[src/hw/rtl/ity_pkg.sv]
// shared types, character codes and helper functions for the infix-to-postfix converter
package ity_pkg;

  localparam int CHAR_W = 8;

  // character codes
  localparam logic [CHAR_W-1:0] CH_CARET  = 8'h5E;
  localparam logic [CHAR_W-1:0] CH_STAR   = 8'h2A;
  localparam logic [CHAR_W-1:0] CH_SLASH  = 8'h2F;
  localparam logic [CHAR_W-1:0] CH_PLUS   = 8'h2B;
  localparam logic [CHAR_W-1:0] CH_MINUS  = 8'h2D;
  localparam logic [CHAR_W-1:0] CH_LPAREN = 8'h28;
  localparam logic [CHAR_W-1:0] CH_RPAREN = 8'h29;
  localparam logic [CHAR_W-1:0] CH_NUL    = 8'h00;

  // command codes
  localparam logic CMD_CHAR = 1'b0;
  localparam logic CMD_END  = 1'b1;

  // error codes carried on the terminator
  typedef enum logic [1:0] {
    ERR_NONE      = 2'd0,
    ERR_OVERFLOW  = 2'd1,
    ERR_UNMATCHED = 2'd2
  } err_t;

  // control states
  typedef enum logic [1:0] {
    ST_IDLE,
    ST_CLOSE,
    ST_OPER,
    ST_FLUSH
  } state_t;

  // shift command broadcast to every stack cell
  typedef struct packed {
    logic push;
    logic pop;
  } stk_op_t;

  // operator priority, lower binds tighter
  function automatic logic [2:0] prio(input logic [CHAR_W-1:0] c);
    logic [2:0] p;
    case (c)
      CH_CARET: p = 3'd2;
      CH_STAR, CH_SLASH: p = 3'd3;
      CH_PLUS, CH_MINUS: p = 3'd4;
      default: p = 3'd0;
    endcase
    return p;
  endfunction

  // letters and digits pass straight through
  function automatic logic is_alnum(input logic [CHAR_W-1:0] c);
    return c inside {[8'h41:8'h5A], [8'h61:8'h7A], [8'h30:8'h39]};
  endfunction

endpackage

[src/hw/rtl/ity_cell.sv]
// one stack cell: holds an entry and shifts with its neighbors on push and pop
module ity_cell (
  input  logic                          clk,
  input  ity_pkg::stk_op_t              ctl,
  input  logic [ity_pkg::CHAR_W-1:0]    above,
  input  logic [ity_pkg::CHAR_W-1:0]    below,
  output logic [ity_pkg::CHAR_W-1:0]    q
);

  // push takes the entry from above, pop takes the entry from below
  always_ff @(posedge clk) begin
    if (ctl.push) begin
      q <= above;
    end else if (ctl.pop) begin
      q <= below;
    end
  end

endmodule

[src/hw/rtl/infix_to_postfix_converter.sv]
// top level: shunting-yard infix-to-postfix converter over a row of stack cells
// a letter or digit is written into the output register when its request is taken
// letters, digits and '(' are handled in the idle state; an operator or ')' pops and emits entries
// in its own state and an end request flushes every stacked entry, the input stalling until idle
// one pop a cycle while the output is not stalled, set by the shift of the cell row, which moves one entry per cycle
// reset (rst, synchronous) empties the stack, clears the error code and the output valid
module infix_to_postfix_converter #(
  parameter int STACK_DEPTH = 32
) (
  input  logic                          clk,
  input  logic                          rst,
  input  logic                          in_valid,
  output logic                          in_stall,
  input  logic                          cmd,
  input  logic [ity_pkg::CHAR_W-1:0]    in_char,
  output logic                          out_valid,
  input  logic                          out_stall,
  output logic [ity_pkg::CHAR_W-1:0]    out_char,
  output logic                          is_end,
  output logic [1:0]                    err
);

  localparam int CNT_W = $clog2(STACK_DEPTH + 1);

  ity_pkg::state_t                state, state_next;
  logic [CNT_W-1:0]               count;
  ity_pkg::err_t                  error_code, err_next;
  logic [ity_pkg::CHAR_W-1:0]     opr;
  ity_pkg::stk_op_t               stk;
  logic [ity_pkg::CHAR_W-1:0]     push_char;
  logic [ity_pkg::CHAR_W-1:0]     cells [STACK_DEPTH];
  logic [ity_pkg::CHAR_W-1:0]     top;
  logic                           out_free, in_accept, empty, full;
  logic                           emit, emit_end;
  logic [ity_pkg::CHAR_W-1:0]     emit_char;
  ity_pkg::err_t                  emit_err;

  assign top       = cells[0];
  assign empty     = (count == '0);
  assign full      = (count == CNT_W'(STACK_DEPTH));
  assign out_free  = !out_valid || !out_stall;
  assign in_stall  = !((state == ity_pkg::ST_IDLE) && out_free);
  assign in_accept = in_valid && !in_stall;

  // row of stack cells, cell 0 is the top
  for (genvar i = 0; i < STACK_DEPTH; i++) begin : g_cell
    logic [ity_pkg::CHAR_W-1:0] above, below;
    if (i == 0) begin : g_top
      assign above = push_char;
    end else begin : g_mid
      assign above = cells[i-1];
    end
    if (i == STACK_DEPTH - 1) begin : g_bot
      assign below = '0;
    end else begin : g_low
      assign below = cells[i+1];
    end
    ity_cell u_cell (
      .clk   (clk),
      .ctl   (stk),
      .above (above),
      .below (below),
      .q     (cells[i])
    );
  end

  // state register
  always_ff @(posedge clk) begin
    if (rst) begin
      state <= ity_pkg::ST_IDLE;
    end else begin
      state <= state_next;
    end
  end

  // next state, stack command and emitted item
  always_comb begin
    state_next = state;
    stk        = '{push: 1'b0, pop: 1'b0};
    push_char  = in_char;
    emit       = 1'b0;
    emit_char  = top;
    emit_end   = 1'b0;
    emit_err   = ity_pkg::ERR_NONE;
    err_next   = error_code;
    case (state)
      ity_pkg::ST_IDLE: begin
        if (in_accept) begin
          if (cmd == ity_pkg::CMD_END) begin
            state_next = ity_pkg::ST_FLUSH;
          end else if (ity_pkg::is_alnum(in_char)) begin
            emit      = 1'b1;
            emit_char = in_char;
          end else if (in_char == ity_pkg::CH_LPAREN) begin
            if (full) begin
              if (error_code == ity_pkg::ERR_NONE) err_next = ity_pkg::ERR_OVERFLOW;
            end else begin
              stk.push = 1'b1;
            end
          end else if (in_char == ity_pkg::CH_RPAREN) begin
            state_next = ity_pkg::ST_CLOSE;
          end else begin
            state_next = ity_pkg::ST_OPER;
          end
        end
      end
      ity_pkg::ST_CLOSE: begin
        if (empty) begin
          if (error_code == ity_pkg::ERR_NONE) err_next = ity_pkg::ERR_UNMATCHED;
          state_next = ity_pkg::ST_IDLE;
        end else if (top == ity_pkg::CH_LPAREN) begin
          stk.pop    = 1'b1;
          state_next = ity_pkg::ST_IDLE;
        end else if (out_free) begin
          emit    = 1'b1;
          stk.pop = 1'b1;
        end
      end
      ity_pkg::ST_OPER: begin
        push_char = opr;
        if (!empty && top != ity_pkg::CH_LPAREN &&
            ity_pkg::prio(top) <= ity_pkg::prio(opr)) begin
          if (out_free) begin
            emit    = 1'b1;
            stk.pop = 1'b1;
          end
        end else begin
          if (full) begin
            if (error_code == ity_pkg::ERR_NONE) err_next = ity_pkg::ERR_OVERFLOW;
          end else begin
            stk.push = 1'b1;
          end
          state_next = ity_pkg::ST_IDLE;
        end
      end
      ity_pkg::ST_FLUSH: begin
        if (out_free) begin
          emit = 1'b1;
          if (!empty) begin
            stk.pop = 1'b1;
          end else begin
            emit_char  = ity_pkg::CH_NUL;
            emit_end   = 1'b1;
            emit_err   = error_code;
            err_next   = ity_pkg::ERR_NONE;
            state_next = ity_pkg::ST_IDLE;
          end
        end
      end
      default: begin
        state_next = ity_pkg::ST_IDLE;
      end
    endcase
  end

  // stack count and first error of the expression
  always_ff @(posedge clk) begin
    if (rst) begin
      count      <= '0;
      error_code <= ity_pkg::ERR_NONE;
    end else begin
      error_code <= err_next;
      if (stk.push) begin
        count <= count + 1'b1;
      end else if (stk.pop) begin
        count <= count - 1'b1;
      end
    end
  end

  // operator held while the stack is popped
  always_ff @(posedge clk) begin
    if (in_accept) begin
      opr <= in_char;
    end
  end

  // output register
  always_ff @(posedge clk) begin
    if (rst) begin
      out_valid <= 1'b0;
    end else if (out_free) begin
      out_valid <= emit;
    end
  end

  always_ff @(posedge clk) begin
    if (out_free && emit) begin
      out_char <= emit_char;
      is_end   <= emit_end;
      err      <= emit_err;
    end
  end

endmodule

[config.mk]
export PLATFORM = sky130hd
export DESIGN_NAME = infix_to_postfix_converter
export DESIGN_NICKNAME = d
export VERILOG_FILES = /design/src/hw/rtl/ity_pkg.sv /design/src/hw/rtl/ity_cell.sv /design/src/hw/rtl/infix_to_postfix_converter.sv
export SDC_FILE = /design/constraint.sdc
export NUM_CORES = 1
export LEC_CHECK = 0
export BUFFER_PORTS_ARGS = -buffer_cell sky130_fd_sc_hd__buf_4
export CORE_ASPECT_RATIO = 1.2
export CORE_UTILIZATION = 46
export CTS_CLUSTER_SIZE = 30
export DETAILED_ROUTE_END_ITERATION = 8
export PLACE_DENSITY_LB_ADDON = 0.25
export SYNTH_ARGS = -nofsm -noshare
export SYNTH_HDL_FRONTEND = slang
export SYNTH_SLANG_ARGS = --single-unit
[constraint.sdc]
create_clock -name clk -period 15.94 [get_ports clk]
set_clock_uncertainty 0.05 [all_clocks]
set_input_delay 3.188 -clock clk [delete_from_list [all_inputs] [get_ports clk]]
set_output_delay 3.188 -clock clk [all_outputs]
set_load 0.05 [all_outputs]
==> results of run 1 <==
## power groups by stage
stage | sequential, W | combinational (W) | clock [W]
3_5_place_dp | 0.00164 | 0.00145 | 0
4_1_cts | 0.00163 | 0.00146 | 0.000661
2_1_floorplan | 0.00168 | 0.00126 | 0
6_report | 0.00163 | 0.00146 | 0.000641
3_3_place_gp | 0.00162 | 0.00139 | 0
5_1_grt | 0.00167 | 0.00157 | 0.000688
## final timing paths
kind	startpoint	to	slack, ns	cells past startpoint
setup / recovery	in_char[1]	g_cell[6].u_cell.q[1]	8.73	9
hold reg to reg	error_code[1]	error_code[1]	0.49	2
setup reg to reg	g_cell[0].u_cell.q[6]	g_cell[24].u_cell.q[4]	10.10	11
hold / removal	error_code[1]	error_code[1]	0.49	2
## synthesized netlist by cell type (2+ instances only)
cell type and count:
sky130_fd_sc_hd__a211oi_1 2, sky130_fd_sc_hd__a21o_1 6, sky130_fd_sc_hd__a21oi_1 12, sky130_fd_sc_hd__a22o_1 8
sky130_fd_sc_hd__and2_1 4, sky130_fd_sc_hd__and3_1 2, sky130_fd_sc_hd__buf_6 23, sky130_fd_sc_hd__clkbuf_1 10
sky130_fd_sc_hd__dfxtp_1 11, sky130_fd_sc_hd__edfxtp_1 275, sky130_fd_sc_hd__ha_1 11, sky130_fd_sc_hd__inv_1 15
sky130_fd_sc_hd__mux2_1 6, sky130_fd_sc_hd__mux2_2 35, sky130_fd_sc_hd__mux2_4 200, sky130_fd_sc_hd__mux2i_1 16
sky130_fd_sc_hd__nand2_1 19, sky130_fd_sc_hd__nand3_1 7, sky130_fd_sc_hd__nand4_1 2, sky130_fd_sc_hd__nor2_1 31
sky130_fd_sc_hd__nor2b_1 4, sky130_fd_sc_hd__nor3_1 4, sky130_fd_sc_hd__o21a_1 2, sky130_fd_sc_hd__o21ai_0 13
sky130_fd_sc_hd__o22ai_1 2, sky130_fd_sc_hd__or3_1 3, sky130_fd_sc_hd__xnor2_1 3, sky130_fd_sc_hd__xor2_1 5
## registers in the layout, indices dropped and copies added, names as in the netlist
name	count
error_code	2
out_valid	1
count	6
g_cell.u_cell.q	256
state	2
out_char	8
err	2
is_end	1
opr	8
## final cells by class
| cell class | count | area [sq um] |
|---|---|---|
| clock buffers | 36 | 752 |
| clock inverters | 15 | 129 |
| fillers | 2369 | 14000 |
| inverters | 15 | 63.8 |
| multi-input cells | 415 | 4630 |
| flip-flops and latches | 286 | 8480 |
| well taps | 385 | 482 |
| repair buffers | 29 | 230 |
## cell families (layout without fill, tap and decap cells)
group / after synthesis / in the layout / synth area share, %
buffers and inverters: 50 / 95 / 2.71
XOR/XNOR: 8 / 8 / 0.520
flip-flops: 286 / 286 / 63.0
adder cells (fa/ha/maj): 12 / 12 / 1.17
AO/OA/AOI/OAI: 54 / 54 / 2.76
multiplexers: 257 / 257 / 26.9
AND/OR/NAND/NOR: 84 / 84 / 2.95
## per-layer routing
| layer | vias to the layer above | track usage (%) | routed length, um |
|---|---|---|---|
| met5 | - | 0 | 0 |
| met4 | 0 | 3.99 | 407 |
| met3 | 32 | 2.29 | 602 |
| met2 | 85 | 22.2 | 9650 |
| met1 | 3054 | 19.9 | 9560 |
| li1 | 2946 | - | - |
## through the flow
step,cell area (sq um),std cells
after floorplan,13500,751
after global placement,13900,1130
after detailed placement,13900,1130
after CTS,14800,1181
after global routing,14800,1181
final,14800,1181
## worst min-delay path, delay by kind of cell (launching register included)
kind             cells  cell delay, ns
muxes                1            0.12
DFF                  1            0.32
and+or+nand+nor      1            0.05
==> out/summary.log, run 1 <==
INFO  setup_path     path_delay_family=buffers and inverters
INFO  cts            cts_inserted_buffers=29
INFO  placement      routabilityCongestion=0.861
INFO  setup_path     worst-setup-path-type=in2reg
INFO  pwr            power.switching_fraction=30.5%
INFO  finish         layout_commonest_cell=sky130_fd_sc_hd__edfxtp_1
INFO  finish         final_design_utilization=51.4%
INFO  routing        remaining_drc_errors=0
INFO  setup_path     maximum_single_stage_delay_on_the_critical_path=1.03ns
INFO  pwr            switchingPower=0.00114W
INFO  sta            slew_headroom=8.16%
INFO  synth          syn_nets=776
INFO  pwr            p_leak=5.82nW
INFO  floorplanning  die_w=158um
INFO  global_route   first_global_vias=6540
INFO  floorplanning  initial_utilization=46.8%
INFO  cts            worstSkewPairLatency=0.54ns
INFO  outcome        outcome=complete, no violations
INFO  setup_path     worst_setup_path_start_kind=input pin
INFO  global_route   grt_util_all_layers=14.0%
INFO  sta            period_needed=7.21ns
INFO  routing        vias=6117
INFO  finish         share_of_post_route_cells_with_drive_strength_above_1=38.8%
INFO  cts            htree_num_levels=1
INFO  synth          syn-instance-count=751
INFO  pwr            report.power.total=0.00373W
INFO  placement      pre_cts_ws=8.17ns
INFO  global_route   grt_first_pass_wirelength=34400um
INFO  floorplanning  core_area=28800squm
INFO  sta            max_slew.worst_pin.slew=1.38ns
INFO  synth          post_synthesis_cell_type_with_the_largest_combined_area=sky130_fd_sc_hd__edfxtp_1
INFO  global_route   grt_start_max_net_pins=167
INFO  setup_path     critPathSlowestCell=sky130_fd_sc_hd__buf_4
INFO  routing        drt.antenna.violating_nets=0
INFO  cts            clock_sinks=286
INFO  routing        routed_wirelength=20200um
INFO  routing        viasPerCell=5.18
INFO  setup_path     critPathMaxFanout=164
INFO  sta            final_critical_path_setup_slack=8.73ns
INFO  synth          netlist-cell-type-count=48
INFO  synth          yosys_most_used_dff=sky130_fd_sc_hd__edfxtp_1
INFO  pwr            p_int=0.00259W
INFO  cts            ctsRootBufferMaster=sky130_fd_sc_hd__clkbuf_16
INFO  finish         design.final.nets=801
INFO  floorplanning  dieArea=30000squm
INFO  floorplanning  io_pins=26
INFO  cts            clk_transition_reported_paths=0.06ns
INFO  pwr            combPwrFrac=39.1%
INFO  routing        routedWlPerCell=17.1um
INFO  cts            post_cts_hold_buffer_count=0
INFO  global_route   antenna_violations_before_repair=0
INFO  synth          syn-cell-area=13500squm
INFO  synth          yosysTopAreaCellShare=61.3%
INFO  setup_path     crit_chain=buf_4, or3_1, or4_1, nor2_1, o221ai_4, buf_4, a21boi_2, inv_8, buf_4
INFO  sta            report.final.slew_viol_count=0
INFO  global_route   globalRouteOverflowTotal=0
INFO  sta            setup_tns=0ns
INFO  routing        drt-pass1-iter-count=4
INFO  sta            hold-worst-slack=0.490ns
INFO  placement      io_buffer_count=25
INFO  synth          avgSynthCellArea=17.9squm
INFO  setup_path     critPathRequiredTime=16.05ns
INFO  floorplanning  dieHeight=189um
INFO  cts            tritoncts_clock_tree=done
INFO  floorplanning  floorplan.rows=68
INFO  pwr            clock_power_share=17.2%
INFO  sta            hold_violation_count_in_the_final_report=0
INFO  placement      detailedPlacementHpwl=11700um
INFO  min_path       hp-class=reg2reg
INFO  synth          synth_warnings=0
INFO  finish         layout_common_cells=sky130_fd_sc_hd__edfxtp_1 (275), sky130_fd_sc_hd__mux2_4 (200), sky130_fd_sc_hd__mux2_2 (35)
INFO  synth          synth.ff_latch_count=286
INFO  synth          ranking_of_synthesized_cells_by_area=sky130_fd_sc_hd__edfxtp_1 (61%), sky130_fd_sc_hd__mux2_4 (22%), sky130_fd_sc_hd__mux2_2 (2.9%)
INFO  setup_path     critical_path.most_common_cell=sky130_fd_sc_hd__buf_4
INFO  pwr            power.sequential.fraction=43.7%
INFO  synth          synth_enable_flop_cells=275
INFO  sta            timing.final.crit_share=45.2%
INFO  cts            cts_resized=0
INFO  pwr            power_per_cell_area=252nW/um^2
INFO  routing        dr.first_iter.drc_count=461
INFO  job            drv_cap=0
INFO  setup_path     crit_buf_inv=4
INFO  pwr            worst_ir_drop_vdd=411uV
INFO  synth          synth_seq_area_share=63.0%
INFO  cts            cts.repair_timing.setup_buffer_count=0
INFO  synth          postSynth.asyncResetShare=0%
INFO  cts            clock_path_buffers=3
INFO  finish         antenna_cells=0
INFO  sta            report.final.setup_viol=0
INFO  sta            setup_repair_after_global_routing_missed_its_margin=false
INFO  setup_path     cp_data_arrival_time=7.31ns
INFO  setup_path     setup.worst_path.end_class=flip-flop
INFO  sta            achievable-frequency=139MHz
INFO  finish         area_growth_syn_to_layout=9.67%
Power figures use the tool's default switching activity.
==> run 2: changes to the inputs <==
- clock period: 15.94 -> 6.75 ns (I/O delays scaled with it)
==> run 2 against run 1 <==
Net effect: sequential power up 130%; global-route usage down 0.36 points; clock power grew 120%; total power grew 130%; combinational power rose by 130%; register-to-register slack lost 8.2 ns; largest cell class unchanged.
==> out/summary.log, run 2 (synthesis results as in run 1) <==
INFO  finish         reg.largest.list=g_cell.u_cell.q x256, opr x8, out_char x8
INFO  setup_path     setup.worst_path.end_class=flip-flop
INFO  finish         antenna_cells=0 [unchanged]
INFO  setup_path     worst-setup-path-type=reg2reg
INFO  sta            period_needed=4.82ns
INFO  global_route   grt_util_all_layers=13.7% [-0.36 points]
INFO  cts            tritoncts_clock_tree=done
INFO  finish         number_of_flip_flops_under_the_largest_register_name=256 [unchanged]
INFO  placement      pre_cts_ws=1.71ns [-6.46 ns]
INFO  cts            post_cts_hold_buffer_count=0 [unchanged]
INFO  sta            hold-worst-slack=0.485ns [-0.00469 ns]
INFO  setup_path     worst-r2r-setup-slack=1.93ns [-8.17 ns]
INFO  pwr            p_leak=5.81nW [about the same]
INFO  routing        met3_wirelength=557um [-7.5%]
INFO  setup_path     crit_buf_inv=2 [-2]
INFO  routing        routed.top_layer=met4
INFO  floorplanning  floorplan.rows=68 [unchanged]
INFO  floorplanning  initial_utilization=46.8% [unchanged]
INFO  placement      routabilityCongestion=0.803 [-6.6%]
INFO  setup_path     worst_setup_path_start_kind=flip-flop
INFO  routing        routedWlPerCell=16.5um [-3.8%]
INFO  pwr            p_int=0.00605W [+130%]
INFO  cts            cts.repair_timing.setup_buffer_count=0 [unchanged]
INFO  setup_path     crit_chain=or3b_4, o21a_1, o22ai_1, and3_1, ha_1, a211oi_2, o22ai_2, o221ai_4, buf_12, buf_4, mux2_2
INFO  global_route   first_global_vias=6524 [-0.24%]
INFO  cts            clk_transition_reported_paths=0.06ns [about the same]
INFO  pwr            switchingPower=0.00262W [+130%]
INFO  cts            worstSkewPairLatency=0.53ns [about the same]
INFO  global_route   globalRouteOverflowTotal=0 [unchanged]
INFO  sta            final_critical_path_setup_slack=1.93ns [-6.81 ns]
INFO  setup_path     critPathRequiredTime=6.98ns [-9.07 ns]
INFO  routing        drt.antenna.violating_nets=0 [unchanged]
INFO  setup_path     worst_r2r_path_cells=11 [unchanged]
INFO  setup_path     cp_num_cells=11 [+2]
INFO  setup_path     cp-endpoint=g_cell[24].u_cell.q[4]
INFO  sta            report.final.setup_viol=0 [unchanged]
INFO  pwr            power_per_cell_area=588nW/um^2 [+130%]
INFO  setup_path     critPathSlowestCell=sky130_fd_sc_hd__buf_4
INFO  setup_path     cp_data_arrival_time=5.05ns [-2.26 ns]
INFO  cts            ctsRootBufferMaster=sky130_fd_sc_hd__clkbuf_16
INFO  floorplanning  core_area=28800squm [unchanged]
INFO  floorplanning  dieArea=30000squm [unchanged]
INFO  setup_path     path_delay_family=buffers and inverters
INFO  pwr            power.switching_fraction=30.2% [-0.23 points]
INFO  min_path       hp-class=reg2reg
INFO  sta            timing.final.crit_share=71.5%
INFO  sta            slew_headroom=21.7% [+14 points]
INFO  outcome        outcome=complete, no violations
INFO  placement      detailedPlacementHpwl=11300um [-3.6%]
INFO  pwr            power.sequential.fraction=44.0% [+0.3 points]
INFO  finish         fillerInstances=2422 [+2.2%]
INFO  finish         regMostFlops=g_cell.u_cell.q
INFO  cts            htree_num_levels=1 [unchanged]
INFO  finish         layout_common_cells=sky130_fd_sc_hd__edfxtp_1 (275), sky130_fd_sc_hd__mux2_4 (200), sky130_fd_sc_hd__mux2_2 (35)
INFO  finish         area_growth_syn_to_layout=9.62% [about the same]
INFO  cts            cts_inserted_buffers=28 [-3.4%]
INFO  sta            max_slew.worst_pin.slew=1.17ns [-0.204 ns]
INFO  global_route   antenna_violations_before_repair=0 [unchanged]
INFO  job            drv_cap=0 [unchanged]
INFO  pwr            combPwrFrac=39.6% [+0.5 points]
INFO  setup_path     reg2reg_from=g_cell[0].u_cell.q[4]
INFO  setup_path     critPathMaxFanout=173 [+5.5%]
INFO  global_route   grt_start_max_net_pins=174 [+4.2%]
INFO  routing        vias=6130 [+0.21%]
INFO  cts            cts_resized=0 [unchanged]
INFO  sta            report.final.slew_viol_count=0 [unchanged]
INFO  finish         design.final.nets=802 [+0.12%]
INFO  global_route   grt_first_pass_wirelength=33700um [-2.1%]
INFO  setup_path     startpoint=g_cell[0].u_cell.q[4]
INFO  floorplanning  dieHeight=189um [unchanged]
INFO  finish         layout_commonest_cell=sky130_fd_sc_hd__edfxtp_1
INFO  floorplanning  io_pins=26 [unchanged]
INFO  cts            clock_path_buffers=3 [unchanged]
INFO  routing        drt-pass1-iter-count=4 [unchanged]
INFO  finish         share_of_post_route_cells_with_drive_strength_above_1=38.8% [-0.049 points]
INFO  pwr            worst_ir_drop_vdd=527uV [+28%]
INFO  routing        remaining_drc_errors=0 [unchanged]
INFO  routing        viasPerCell=5.19 [+0.13%]
INFO  routing        detail_route.wirelength.met1=9670um [+1.1%]
INFO  routing        routed_wirelength=19500um [-3.7%]
INFO  sta            setup_repair_after_global_routing_missed_its_margin=false
INFO  placement      io_buffer_count=25 [unchanged]
INFO  cts            clock_sinks=286 [unchanged]
INFO  routing        dr.first_iter.drc_count=410 [-11%]
INFO  setup_path     rr_endpoint=g_cell[24].u_cell.q[4]
INFO  routing        wl_met2=8820um [-8.6%]
INFO  sta            hold_violation_count_in_the_final_report=0 [unchanged]
INFO  setup_path     maximum_single_stage_delay_on_the_critical_path=0.94ns [-0.09 ns]
INFO  pwr            clock_power_share=16.5% [-0.7 points]
INFO  floorplanning  die_w=158um [unchanged]
INFO  sta            achievable-frequency=207MHz
-- run 2: cell count changes in the layout (fill, tap and decap cells not counted), sizes merged --
cell and delta:
buf +2, inv -3, clkbuf +7, bufinv -2, clkinv -3
-- run 2: tightest hold or removal path: cells and delay by family (launching register included) --
family | cells | cell delay (ns)
flip-flops | 1 | 0.35
multiplexers | 1 | 0.08
AND/OR/NAND/NOR | 1 | 0.08
-- run 2: worst min path at each step --
| stage | startpoint | slack (ns) | depth (start not counted) | endpoint |
|---|---|---|---|---|
| 2_1_floorplan | error_code[1] | 0.42 | 2 | error_code[1] |
| 3_3_place_gp | count[3] | 0.47 | 2 | count[3] |
| 3_5_place_dp | error_code[1] | 0.46 | 2 | error_code[1] |
| 4_1_cts | error_code[1] | 0.49 | 2 | error_code[1] |
| 5_1_grt | g_cell[31].u_cell.q[5] | 0.52 | 1 | g_cell[30].u_cell.q[5] |
| 6_report | error_code[1] | 0.48 | 2 | error_code[1] |
-- run 2: layout make-up --
cell class                 count  area [sq um]  share of cell area [%]
clock inverter                 7          28.8                   0.195
timing repair buffer          31           258                    1.75
sequential                   286          8480                    57.4
multi-input combinational    415          4660                    31.5
tap                          385           482                    3.26
inverter                      15          60.1                   0.407
clock buffer                  43           798                    5.41
-- run 2: power by group through the flow --
| stage | Combinational (W) | Sequential (W) | Clock [W] |
|---|---|---|---|
| global placement | 0.00332 | 0.00380 | 0 |
| detailed placement | 0.00345 | 0.00384 | 0 |
| floorplan | 0.00300 | 0.00387 | 0 |
| global route | 0.00374 | 0.00393 | 0.00154 |
| finish | 0.00343 | 0.00382 | 0.00143 |
| CTS | 0.00348 | 0.00383 | 0.00148 |
-- run 2: metal layers --
layer | track usage, % | up-vias
met3 | 2.01 | 32
met1 | 20.4 | 3091
li1 | - | 2942
met2 | 20.6 | 65
met4 | 4.18 | 0
met5 | 0 | -
-- run 2: per-stage QoR --
stage          std cells  setup TNS, ns  total power [W]  area, sq um  utilization (%)
2_1_floorplan        751          -5.33          0.00687        13500                -
3_3_place_gp        1132              0          0.00712        13900             48.5
3_5_place_dp        1132              0          0.00730        13900             48.5
4_1_cts             1182              0          0.00879        14800             51.3
5_1_grt             1182              0          0.00920        14800             51.3
6_report            1182              0          0.00868        14800             51.3
==> run 3: changes to the inputs <==
- clock period: 6.75 -> 4.1 ns (I/O delays scaled with it)
==> run 3 against run 2 <==
Net effect: setup slack worse by 1.7 ns; sequential share of layout area down 0.78 points; clock power up 72%; non-clock buffer count up 14; sequential cell count unchanged.
==> out/summary.log, run 3 (synthesis results as in run 1) <==
INFO  outcome        outcome=complete, no violations
INFO  finish         layout_commonest_cell=sky130_fd_sc_hd__edfxtp_1
INFO  placement      io_buffer_count=25 [unchanged]
INFO  sta            setup_tns=0ns [unchanged]
INFO  pwr            power.switching_fraction=30.5% [+0.22 points]
INFO  finish         layout_common_cells=sky130_fd_sc_hd__edfxtp_1 (275), sky130_fd_sc_hd__mux2_4 (200), sky130_fd_sc_hd__buf_4 (39)
INFO  setup_path     cp_data_arrival_time=4.16ns [-0.89 ns]
INFO  global_route   grt_util_all_layers=14.2% [+0.56 points]
INFO  floorplanning  die_w=158um [unchanged]
INFO  routing        vias=6252 [+2.0%]
INFO  pwr            p_int=0.0102W [+68%]
INFO  cts            ctsRootBufferMaster=sky130_fd_sc_hd__clkbuf_16
INFO  cts            worstSkewPairLatency=0.54ns [about the same]
INFO  floorplanning  dieArea=30000squm [unchanged]
INFO  finish         area_growth_syn_to_layout=11.1%
INFO  job            drv_cap=0 [unchanged]
INFO  finish         design.final.nets=817 [+1.9%]
INFO  pwr            switchingPower=0.00445W [+70%]
INFO  routing        dr.first_iter.drc_count=387 [-5.6%]
INFO  floorplanning  floorplan.rows=68 [unchanged]
INFO  sta            report.final.setup_viol=0 [unchanged]
INFO  placement      routabilityCongestion=0.820 [+2.1%]
INFO  sta            timing.final.crit_share=95.5% [+24 points]
INFO  sta            hold_violation_count_in_the_final_report=0 [unchanged]
INFO  setup_path     maximum_single_stage_delay_on_the_critical_path=0.80ns [-0.14 ns]
INFO  setup_path     critPathSlowestCell=sky130_fd_sc_hd__buf_4
INFO  placement      detailedPlacementHpwl=12100um [+6.8%]
INFO  global_route   grt_start_max_net_pins=135 [-22%]
INFO  pwr            worst_ir_drop_vdd=937uV [+78%]
INFO  routing        routed_wirelength=20300um [+4.4%]
INFO  cts            tritoncts_clock_tree=done
INFO  finish         layout.area.seq=8480squm [unchanged]
INFO  global_route   globalRouteOverflowTotal=0 [unchanged]
INFO  setup_path     critPathMaxFanout=64 [-63%]
INFO  routing        viasPerCell=5.21 [+0.54%]
INFO  cts            clock_sinks=286 [unchanged]
INFO  placement      postPlaceCellArea=14100squm [+0.92%]
INFO  routing        drt-pass1-iter-count=4 [unchanged]
INFO  floorplanning  io_pins=26 [unchanged]
INFO  floorplanning  core_area=28800squm [unchanged]
INFO  min_path       hp-class=in2reg
INFO  cts            post_cts_hold_buffer_count=0 [unchanged]
INFO  finish         regMostFlops=g_cell.u_cell.q
INFO  finish         share_of_post_route_cells_with_drive_strength_above_1=40.7% [+1.9 points]
INFO  routing        drt.antenna.violating_nets=0 [unchanged]
INFO  routing        remaining_drc_errors=0 [unchanged]
INFO  finish         area_of_the_multi_input_gates=4660squm [about the same]
INFO  global_route   first_global_vias=6664 [+2.1%]
INFO  finish         layoutNonFillerInstCount=1199 [+1.4%]
INFO  sta            report.final.slew_viol_count=0 [unchanged]
INFO  sta            achievable-frequency=255MHz [+23%]
INFO  finish         antenna_cells=0 [unchanged]
INFO  setup_path     critical_path.most_common_cell=sky130_fd_sc_hd__buf_4
INFO  setup_path     path_delay_family=buffers and inverters
INFO  setup_path     crit_buf_inv=2 [unchanged]
INFO  finish         postLayoutCellArea=15000squm [+1.4%]
INFO  setup_path     crit_chain=or3b_4, o21a_1, o22ai_1, and3_1, ha_1, a211oi_2, o22ai_2, o221ai_4, buf_4, buf_4, mux2_2
INFO  sta            setup_repair_after_global_routing_missed_its_margin=false
INFO  pwr            combPwrFrac=40.3% [+0.7 points]
INFO  setup_path     worst-setup-path-type=reg2reg
INFO  global_route   grt_first_pass_wirelength=34900um [+3.8%]
INFO  routing        routedWlPerCell=17.0um [+3.0%]
INFO  finish         number_of_flip_flops_under_the_largest_register_name=256 [unchanged]
INFO  sta            period_needed=3.92ns [-0.908 ns]
INFO  setup_path     worst_setup_path_start_kind=flip-flop
INFO  floorplanning  initial_utilization=46.8% [unchanged]
INFO  cts            clk_transition_reported_paths=0.06ns [about the same]
INFO  pwr            p_leak=5.92nW [+1.9%]
INFO  finish         fillerInstances=2390 [-1.3%]
INFO  setup_path     critPathRequiredTime=4.34ns [-2.64 ns]
INFO  pwr            clock_power_share=16.9% [+0.4 points]
INFO  sta            slew_headroom=28.7% [+6.9 points]
INFO  cts            htree_num_levels=1 [unchanged]
INFO  placement      place.detailed.instances=1144 [+1.1%]
INFO  cts            cts_inserted_buffers=29 [+3.6%]
INFO  floorplanning  dieHeight=189um [unchanged]
INFO  pwr            power.sequential.fraction=42.8% [-1.2 points]
INFO  pwr            power_per_cell_area=976nW/um^2 [+66%]
INFO  global_route   antenna_violations_before_repair=0 [unchanged]
INFO  finish         reg.largest.list=g_cell.u_cell.q x256, opr x8, out_char x8
INFO  sta            max_slew.worst_pin.slew=1.07ns [-0.104 ns]
INFO  setup_path     setup.worst_path.end_class=flip-flop
INFO  cts            clock_path_buffers=3 [unchanged]
-- run 3: stage by stage --
stage / setup WS (ns) / power (W) / hold WS [ns] / util, %
2_1_floorplan: -2.67 / 0.0106 / 0.425 / -
3_3_place_gp: 0.0929 / 0.0118 / 0.474 / 48.9
3_5_place_dp: 0.0343 / 0.0122 / 0.465 / 48.9
4_1_cts: 0.216 / 0.0147 / 0.408 / 52.0
5_1_grt: 0.0195 / 0.0154 / 0.408 / 52.0
6_report: 0.183 / 0.0146 / 0.438 / 52.0
-- run 3: metal layers --
| metal | vias up | share of wire, % | track usage (%) |
|---|---|---|---|
| li1 | 2969 | - | - |
| met1 | 3179 | 48 | 20.9 |
| met2 | 74 | 47 | 21.7 |
| met3 | 30 | 2.6 | 2.11 |
| met4 | 0 | 2.0 | 4.55 |
| met5 | - | 0 | 0 |
-- run 3: repair_timing --
item / 4_1_cts / 5_1_grt
resized for setup: 0 / 2
endpoints found under the setup margin: 0 / 1
setup buffers: 0 / 2
-- run 3: final timing paths --
kind,startpoint,to,slack (ns),depth (start not counted)
worst max register to register,g_cell[0].u_cell.q[6],g_cell[24].u_cell.q[0],0.18,11
worst min-delay path,in_char[7],opr[7],0.44,1
worst max-delay path,g_cell[0].u_cell.q[6],g_cell[24].u_cell.q[0],0.18,11
worst min register to register,error_code[0],error_code[0],0.48,2
-- run 3: power groups by stage --
stage          clock (W)  sequential, W  combinational [W]
5_1_grt          0.00263        0.00642            0.00638
6_report         0.00246        0.00626            0.00589
3_5_place_dp           0        0.00630            0.00588
2_1_floorplan          0        0.00595            0.00463
4_1_cts          0.00254        0.00628            0.00591
3_3_place_gp           0        0.00622            0.00562
-- run 3: final cells by class --
type	instances	share of cell area, %
inverter	15	0.401
clock buffer	37	5.18
multi-input combinational	415	31.1
sequential	286	56.7
timing repair buffer	45	2.70
tap	385	3.22
clock inverter	16	0.702
